## src/hw/rtl/spq_pkg.sv

```systemverilog
// ----------------------------------------------------------------------------
// spq_pkg: shared types and constants for the stable priority queue
// Holds default sizes, command and status codes, and the cell operation type.
// ----------------------------------------------------------------------------
package spq_pkg;

    // Default sizes
    localparam int DEPTH_DEF        = 16;
    localparam int PAYLOAD_BITS_DEF = 32;
    localparam int PRIO_BITS_DEF    = 8;

    // Command codes
    localparam logic CMD_PUSH = 1'b0;
    localparam logic CMD_POP  = 1'b1;

    // Status codes
    localparam int STATUS_BITS = 2;
    localparam logic [STATUS_BITS-1:0] ST_OK    = 2'd0;
    localparam logic [STATUS_BITS-1:0] ST_EMPTY = 2'd1;
    localparam logic [STATUS_BITS-1:0] ST_FULL  = 2'd2;

    // Operation broadcast to every cell of the chain
    typedef enum logic [1:0] {
        CELL_HOLD,
        CELL_PUSH,
        CELL_POP
    } cell_op_t;

endpackage

```

## src/hw/rtl/spq_if.sv

```systemverilog
// ----------------------------------------------------------------------------
// spq_req_if / spq_rsp_if: request and response channels
// Valid/ready channels; an item moves when valid and ready are both high.
// ----------------------------------------------------------------------------
interface spq_req_if #(
    parameter int PRIO_BITS    = spq_pkg::PRIO_BITS_DEF,
    parameter int PAYLOAD_BITS = spq_pkg::PAYLOAD_BITS_DEF
);
    logic                    valid;
    logic                    ready;
    logic                    cmd;
    logic [PRIO_BITS-1:0]    entry_priority;
    logic [PAYLOAD_BITS-1:0] entry_payload;

    modport source (output valid, output cmd, output entry_priority,
                    output entry_payload, input ready);
    modport sink   (input valid, input cmd, input entry_priority,
                    input entry_payload, output ready);
endinterface

interface spq_rsp_if #(
    parameter int PRIO_BITS    = spq_pkg::PRIO_BITS_DEF,
    parameter int PAYLOAD_BITS = spq_pkg::PAYLOAD_BITS_DEF,
    parameter int OCC_BITS     = $clog2(spq_pkg::DEPTH_DEF + 1)
);
    logic                                valid;
    logic                                ready;
    logic [spq_pkg::STATUS_BITS-1:0]     status;
    logic [PRIO_BITS-1:0]                out_priority;
    logic [PAYLOAD_BITS-1:0]             out_payload;
    logic [OCC_BITS-1:0]                 occupancy;

    modport source (output valid, output status, output out_priority,
                    output out_payload, output occupancy, input ready);
    modport sink   (input valid, input status, input out_priority,
                    input out_payload, input occupancy, output ready);
endinterface

```

## src/hw/rtl/stable_priority_queue.sv

```systemverilog
// ----------------------------------------------------------------------------
// stable_priority_queue: bounded sorted priority queue, stable on ties
// A chain of DEPTH cells kept sorted highest priority first.
// ----------------------------------------------------------------------------
// Usage:
//   req carries cmd (push or pop), entry_priority and entry_payload.
//   rsp returns status, out_priority, out_payload and occupancy, one
//   response item for every request item, in order.
//   A push goes behind all held entries of equal or higher priority; a
//   push to a full queue is dropped with a full status. A pop returns the
//   head entry, or an empty status with zero fields when nothing is held.
//   Latency: the response is registered and appears the cycle after the
//   request is taken. Throughput: one item per cycle unless stalled; every
//   cell updates in the same cycle from its own compare and its neighbors'
//   registers. Reset clears all occupancy flags, the occupancy count and the
//   response valid flag; entry storage and response fields are left as is.
//   When the receiver stalls, the response register holds and req.ready
//   drops until it is taken; the next request is taken in the same cycle
//   the waiting response leaves.
// ----------------------------------------------------------------------------
module stable_priority_queue #(
    parameter int DEPTH        = spq_pkg::DEPTH_DEF,
    parameter int PAYLOAD_BITS = spq_pkg::PAYLOAD_BITS_DEF,
    parameter int PRIO_BITS    = spq_pkg::PRIO_BITS_DEF
) (
    input  logic   clk,
    input  logic   rst_n,
    spq_req_if.sink   req,
    spq_rsp_if.source rsp
);

    localparam int OCC_BITS = $clog2(DEPTH + 1);

    logic [DEPTH-1:0]        cell_valid;
    logic [DEPTH-1:0]        cell_behind;
    logic [PRIO_BITS-1:0]    cell_prio    [DEPTH];
    logic [PAYLOAD_BITS-1:0] cell_payload [DEPTH];

    spq_pkg::cell_op_t       op;
    logic                    accept;
    logic                    full;
    logic                    empty;

    logic                                rsp_valid_reg;
    logic                                rsp_valid_next;
    logic [spq_pkg::STATUS_BITS-1:0]     status_reg;
    logic [spq_pkg::STATUS_BITS-1:0]     status_next;
    logic [PRIO_BITS-1:0]                out_prio_reg;
    logic [PRIO_BITS-1:0]                out_prio_next;
    logic [PAYLOAD_BITS-1:0]             out_payload_reg;
    logic [PAYLOAD_BITS-1:0]             out_payload_next;
    logic [OCC_BITS-1:0]                 count_reg;
    logic [OCC_BITS-1:0]                 count_next;

    // Take a request whenever the response register is free or leaving
    assign req.ready = !rsp_valid_reg || rsp.ready;
    assign accept    = req.valid && req.ready;
    assign full      = cell_valid[DEPTH-1];
    assign empty     = !cell_valid[0];

    // Decode the operation and build the response
    always_comb
    begin
        op               = spq_pkg::CELL_HOLD;
        count_next       = count_reg;
        status_next      = status_reg;
        out_prio_next    = out_prio_reg;
        out_payload_next = out_payload_reg;
        rsp_valid_next   = rsp_valid_reg && !rsp.ready;
        if (accept)
        begin
            rsp_valid_next   = 1'b1;
            status_next      = spq_pkg::ST_OK;
            out_prio_next    = '0;
            out_payload_next = '0;
            if (req.cmd == spq_pkg::CMD_PUSH)
            begin
                if (full)
                begin
                    status_next = spq_pkg::ST_FULL;
                end
                else
                begin
                    op         = spq_pkg::CELL_PUSH;
                    count_next = count_reg + OCC_BITS'(1);
                end
            end
            else
            begin
                if (empty)
                begin
                    status_next = spq_pkg::ST_EMPTY;
                end
                else
                begin
                    op               = spq_pkg::CELL_POP;
                    count_next       = count_reg - OCC_BITS'(1);
                    out_prio_next    = cell_prio[0];
                    out_payload_next = cell_payload[0];
                end
            end
        end
    end

    // Control registers
    always_ff @(posedge clk or negedge rst_n)
    begin
        if (!rst_n)
        begin
            rsp_valid_reg <= 1'b0;
            count_reg     <= '0;
        end
        else
        begin
            rsp_valid_reg <= rsp_valid_next;
            count_reg     <= count_next;
        end
    end

    // Response payload registers
    always_ff @(posedge clk)
    begin
        status_reg      <= status_next;
        out_prio_reg    <= out_prio_next;
        out_payload_reg <= out_payload_next;
    end

    assign rsp.valid        = rsp_valid_reg;
    assign rsp.status       = status_reg;
    assign rsp.out_priority = out_prio_reg;
    assign rsp.out_payload  = out_payload_reg;
    assign rsp.occupancy    = count_reg;

    // Chain of cells, head at index zero
    for (genvar i = 0; i < DEPTH; i++)
    begin : g_cell
        logic                    prev_valid;
        logic                    prev_behind;
        logic [PRIO_BITS-1:0]    prev_prio;
        logic [PAYLOAD_BITS-1:0] prev_payload;
        logic                    next_valid;
        logic [PRIO_BITS-1:0]    next_prio;
        logic [PAYLOAD_BITS-1:0] next_payload;

        if (i == 0)
        begin : g_head
            assign prev_valid   = 1'b1;
            assign prev_behind  = 1'b0;
            assign prev_prio    = req.entry_priority;
            assign prev_payload = req.entry_payload;
        end
        else
        begin : g_body
            assign prev_valid   = cell_valid[i-1];
            assign prev_behind  = cell_behind[i-1];
            assign prev_prio    = cell_prio[i-1];
            assign prev_payload = cell_payload[i-1];
        end

        if (i == DEPTH - 1)
        begin : g_tail
            assign next_valid   = 1'b0;
            assign next_prio    = cell_prio[i];
            assign next_payload = cell_payload[i];
        end
        else
        begin : g_link
            assign next_valid   = cell_valid[i+1];
            assign next_prio    = cell_prio[i+1];
            assign next_payload = cell_payload[i+1];
        end

        spq_cell #(
            .PRIO_BITS    (PRIO_BITS),
            .PAYLOAD_BITS (PAYLOAD_BITS)
        ) u_cell (
            .clk          (clk),
            .rst_n        (rst_n),
            .op           (op),
            .new_prio     (req.entry_priority),
            .new_payload  (req.entry_payload),
            .prev_valid   (prev_valid),
            .prev_behind  (prev_behind),
            .prev_prio    (prev_prio),
            .prev_payload (prev_payload),
            .next_valid   (next_valid),
            .next_prio    (next_prio),
            .next_payload (next_payload),
            .valid        (cell_valid[i]),
            .behind       (cell_behind[i]),
            .prio         (cell_prio[i]),
            .payload      (cell_payload[i])
        );
    end

endmodule

```

## src/hw/rtl/spq_cell.sv

```systemverilog
// ----------------------------------------------------------------------------
// spq_cell: one slot of the sorted chain
// Holds one entry; on a push it keeps, takes the new entry or takes its
// upper neighbor's entry; on a pop it takes its lower neighbor's entry.
// ----------------------------------------------------------------------------
module spq_cell #(
    parameter int PRIO_BITS    = spq_pkg::PRIO_BITS_DEF,
    parameter int PAYLOAD_BITS = spq_pkg::PAYLOAD_BITS_DEF
) (
    input  logic                    clk,
    input  logic                    rst_n,
    input  spq_pkg::cell_op_t       op,
    input  logic [PRIO_BITS-1:0]    new_prio,
    input  logic [PAYLOAD_BITS-1:0] new_payload,
    input  logic                    prev_valid,
    input  logic                    prev_behind,
    input  logic [PRIO_BITS-1:0]    prev_prio,
    input  logic [PAYLOAD_BITS-1:0] prev_payload,
    input  logic                    next_valid,
    input  logic [PRIO_BITS-1:0]    next_prio,
    input  logic [PAYLOAD_BITS-1:0] next_payload,
    output logic                    valid,
    output logic                    behind,
    output logic [PRIO_BITS-1:0]    prio,
    output logic [PAYLOAD_BITS-1:0] payload
);

    logic                    valid_reg;
    logic                    valid_next;
    logic [PRIO_BITS-1:0]    prio_reg;
    logic [PRIO_BITS-1:0]    prio_next;
    logic [PAYLOAD_BITS-1:0] payload_reg;
    logic [PAYLOAD_BITS-1:0] payload_next;

    // New entry belongs at or above this slot
    assign behind = !valid_reg || (prio_reg < new_prio);

    // Select next content from the operation and neighbors
    always_comb
    begin
        valid_next   = valid_reg;
        prio_next    = prio_reg;
        payload_next = payload_reg;
        unique case (op)
            spq_pkg::CELL_PUSH:
            begin
                valid_next = valid_reg | prev_valid;
                if (behind)
                begin
                    if (prev_behind)
                    begin
                        prio_next    = prev_prio;
                        payload_next = prev_payload;
                    end
                    else
                    begin
                        prio_next    = new_prio;
                        payload_next = new_payload;
                    end
                end
            end
            spq_pkg::CELL_POP:
            begin
                valid_next   = next_valid;
                prio_next    = next_prio;
                payload_next = next_payload;
            end
            default:
            begin
                valid_next = valid_reg;
            end
        endcase
    end

    // Occupancy flag
    always_ff @(posedge clk or negedge rst_n)
    begin
        if (!rst_n)
        begin
            valid_reg <= 1'b0;
        end
        else
        begin
            valid_reg <= valid_next;
        end
    end

    // Entry contents
    always_ff @(posedge clk)
    begin
        prio_reg    <= prio_next;
        payload_reg <= payload_next;
    end

    assign valid   = valid_reg;
    assign prio    = prio_reg;
    assign payload = payload_reg;

endmodule
```

## src/flat_wrapper.sv

```systemverilog
// flat-port wrapper written by rule: the top's interface ports become plain ports
module stable_priority_queue_flat 
#(
    parameter int DEPTH        = spq_pkg::DEPTH_DEF,
    parameter int PAYLOAD_BITS = spq_pkg::PAYLOAD_BITS_DEF,
    parameter int PRIO_BITS    = spq_pkg::PRIO_BITS_DEF
)
  (clk, rst_n, req_valid, req_cmd, req_entry_priority, req_entry_payload, req_ready, rsp_valid, rsp_status, rsp_out_priority, rsp_out_payload, rsp_occupancy, rsp_ready);
  spq_req_if #(.PRIO_BITS(PRIO_BITS), .PAYLOAD_BITS(PAYLOAD_BITS)) req_i ();
  spq_rsp_if #(.PRIO_BITS(PRIO_BITS), .PAYLOAD_BITS(PAYLOAD_BITS)) rsp_i ();
  input  logic clk;
  input  logic rst_n;
  input wire logic [$bits(req_i.valid)-1:0] req_valid;
  input wire logic [$bits(req_i.cmd)-1:0] req_cmd;
  input wire logic [$bits(req_i.entry_priority)-1:0] req_entry_priority;
  input wire logic [$bits(req_i.entry_payload)-1:0] req_entry_payload;
  output wire logic [$bits(req_i.ready)-1:0] req_ready;
  output wire logic [$bits(rsp_i.valid)-1:0] rsp_valid;
  output wire logic [$bits(rsp_i.status)-1:0] rsp_status;
  output wire logic [$bits(rsp_i.out_priority)-1:0] rsp_out_priority;
  output wire logic [$bits(rsp_i.out_payload)-1:0] rsp_out_payload;
  output wire logic [$bits(rsp_i.occupancy)-1:0] rsp_occupancy;
  input wire logic [$bits(rsp_i.ready)-1:0] rsp_ready;
  assign req_i.valid = req_valid;
  assign req_i.cmd = req_cmd;
  assign req_i.entry_priority = req_entry_priority;
  assign req_i.entry_payload = req_entry_payload;
  assign req_ready = req_i.ready;
  assign rsp_valid = rsp_i.valid;
  assign rsp_status = rsp_i.status;
  assign rsp_out_priority = rsp_i.out_priority;
  assign rsp_out_payload = rsp_i.out_payload;
  assign rsp_occupancy = rsp_i.occupancy;
  assign rsp_i.ready = rsp_ready;
  stable_priority_queue #(.DEPTH(DEPTH), .PAYLOAD_BITS(PAYLOAD_BITS), .PRIO_BITS(PRIO_BITS)) u_core (.clk(clk), .rst_n(rst_n), .req(req_i), .rsp(rsp_i));
endmodule
```

## config.mk

```make
export PLATFORM = sky130hd
export DESIGN_NAME = stable_priority_queue_flat
export DESIGN_NICKNAME = d
export VERILOG_FILES = /design/src/hw/rtl/spq_pkg.sv /design/src/hw/rtl/spq_if.sv /design/src/hw/rtl/stable_priority_queue.sv /design/src/hw/rtl/spq_cell.sv /design/src/flat_wrapper.sv
export SDC_FILE = /design/constraint.sdc
export NUM_CORES = 2
export LEC_CHECK = 0
export ABC_AREA = 0
export BUFFER_PORTS_ARGS = -buffer_cell sky130_fd_sc_hd__buf_2
export CAP_MARGIN = 20
export CORE_MARGIN = 8
export CORE_UTILIZATION = 50
export DETAILED_ROUTE_END_ITERATION = 12
export GPL_ROUTABILITY_DRIVEN = 0
export MAX_ROUTING_LAYER = met4
export PLACE_DENSITY_LB_ADDON = 0.12
export SYNTH_ARGS = -nofsm -noshare
export SYNTH_HDL_FRONTEND = slang
export SYNTH_HIERARCHICAL = 1
export SYNTH_SLANG_ARGS = --single-unit
```

## constraint.sdc

```tcl
create_clock -name clk -period 4.06 [get_ports clk]
set_input_delay 0.406 -clock clk [delete_from_list [all_inputs] [get_ports clk]]
set_output_delay 0.406 -clock clk [all_outputs]
set_load 0.1 [all_outputs]
```

==> results.toml <==
[cts]
cts_num_sinks = 704
root_buffer = "clkbuf_16"
cts_setup_buffers = 0
cts_tree = "done"
cts_max_level = 3
clk_latency_ps = 610
path_clk_slew_ps = 60
cts_buffers = 81
clockBufferDepth = 3

[status]
status = "finished, final reports clean"

[critical_path]
crit_fanout = 37
worst-r2r-setup-slack_ps = 1100
critPathKind = "register to register"
critPathLaunchType = "register"
endpoint_kind = "register"
critPathRequiredTime_ps = 4300
critPathArrivalTime_ps = 3200

[detailed_routing]
ant_nets = 0
vias = 25700
routed_wirelength_mm = 87.3
drt_iter0_drc = 2096
vias_per_cell = 5.54
drtPass1Iterations = 5
drc = 0
post_drt_wl_per_cell_um = 18.8

[sta]
finalSetupViolCount = 0
hold-worst-slack_ps = 57.9
tightest_slew_ps = 818
fmax_ghz = 0.338
timing.final.crit_share = 0.730
skew_ps = 26.8
final.setup.tns_ps = 0
slew_headroom = 0.455
slew_violations = 0
min_period_ps = 2960
rsz0062_at_grt = "no"
hold_viol = 0

[final_layout]
fin_util = 0.556
largest_reg_flops = 512
syn_to_final_growth_pct = 10.5
drive_above_1_share = 0.0852
nFillCells = 6610
nets = 3728

[grt]
antenna_found_initial = 5
met1_usage = 0.294
grt.total_usage = 0.203
grt_pass1_vias = 25000
grt_pass1_wl_mm = 140
grt_util_met3 = 0.0256
busiest_layer = "met2"
use_met2 = 0.301
grt_max_degree = 83
overflow = 0

[floorplanning]
core_area_sq_mm = 0.0771
start_util = 0.503
rows = 102
ios = 94
fp.dieH_um = 294
die_w_um = 294
die-area_sq_mm = 0.0867

[synth]
postSynthAreaPerCell_sq_um = 11.0
syn_inst = 3526
synth_area_sq_mm = 0.0388
yosysWarnings = 6

[job]
cap_violations = 0

[power]
powerDensity_mw_per_mm2 = 457
p_leak_nw = 17.1
vdd_drop_max_mv = 0.298

[placement]
port_buffers = 93
place_hpwl_mm = 62.2

[min_path]
hold_class = "input port to register"
[power by group]
part | internal, mW | switching, mW
Clock | 3.85 | 2.81
Sequential | 8.87 | 0.356
Combinational | 1.34 | 2.36
[repair_timing]
item,4_1_cts,5_1_grt
endpoints found under the hold margin,22,0
endpoints found under the setup margin,0,0
gates resized for setup,0,0
hold buffers,1,0
[per-layer routing]
layer  up-vias  routed length, um
met5         -                  0
met4         0               1520
met3        98               4900
met2       704              37700
met1     12100              43200
li1      12800                  -
[stage by stage]
step	setup slack, ps	instances	power (mW)	instance area, sq um
final	1100	4637	19.6	42800
after global routing	914	4637	20.5	42800
after CTS	1080	4632	19.8	42800
after detailed placement	605	4491	13.1	40400
after global placement	639	4491	12.9	40400
after floorplan	0.138	3527	12.1	39000
[critical path, stage by stage, from the launching register on]
cell and delay, ps:
dfrtp_1 480, nor2_1 190, nand3_1 120, inv_1 70, buf_4 410, ha_1 240, inv_1 80, o41ai_4 410
buf_4 520
[layout by cell type (no fill, tap or decap), types with 3 or more instances in the layout]
cell       count
nor3_1        16
buf_12        12
a211oi_1      16
and3_1        40
nand4_1       16
inv_1        166
o41ai_4       16
o21ai_0      656
inv_6          3
nor2_1       116
dfrtp_1       21
a31oi_1       16
conb_1         3
mux2i_1      641
o21ai_1        3
clkbuf_1      28
a21oi_1       34
buf_2         93
buf_4         51
ha_2          16
clkinv_2       6
nand2b_1      18
clkbuf_8       6
nand2_1      644
o31ai_4       15
clkbuf_16     83
ha_1         131
a211o_1       16
xor2_1         3
edfxtp_1     682
clkinv_1      12
diode_2        5
[layout make-up]
cell class                 count  area (sq um)  area share
antenna                        5          12.5    0.000292
sequential                   704         21000       0.491
tap                         1040          1300      0.0304
clock buffer                 117          2260      0.0529
clock inverter                23           118     0.00275
timing repair buffer         157          1100      0.0256
multi-input combinational   2425         16400       0.383
inverter                     166           623      0.0145
[worst paths after layout]
check / start / to / cells past startpoint
max: u_core/g_cell[15].u_cell/valid / u_core/g_cell[11].u_cell/payload[14] / 8
min: req_valid / u_core/rsp.valid / 2
max reg2reg: u_core/g_cell[15].u_cell/valid / u_core/g_cell[11].u_cell/payload[14] / 8
min reg2reg: u_core/rsp.occupancy[4] / u_core/rsp.occupancy[4] / 1
max in group asynchronous: rst_n / u_core/rsp.valid / 2
min in group asynchronous: rst_n / u_core/rsp.occupancy[1] / 2
Note: power is estimated with default switching activity, not from simulation.
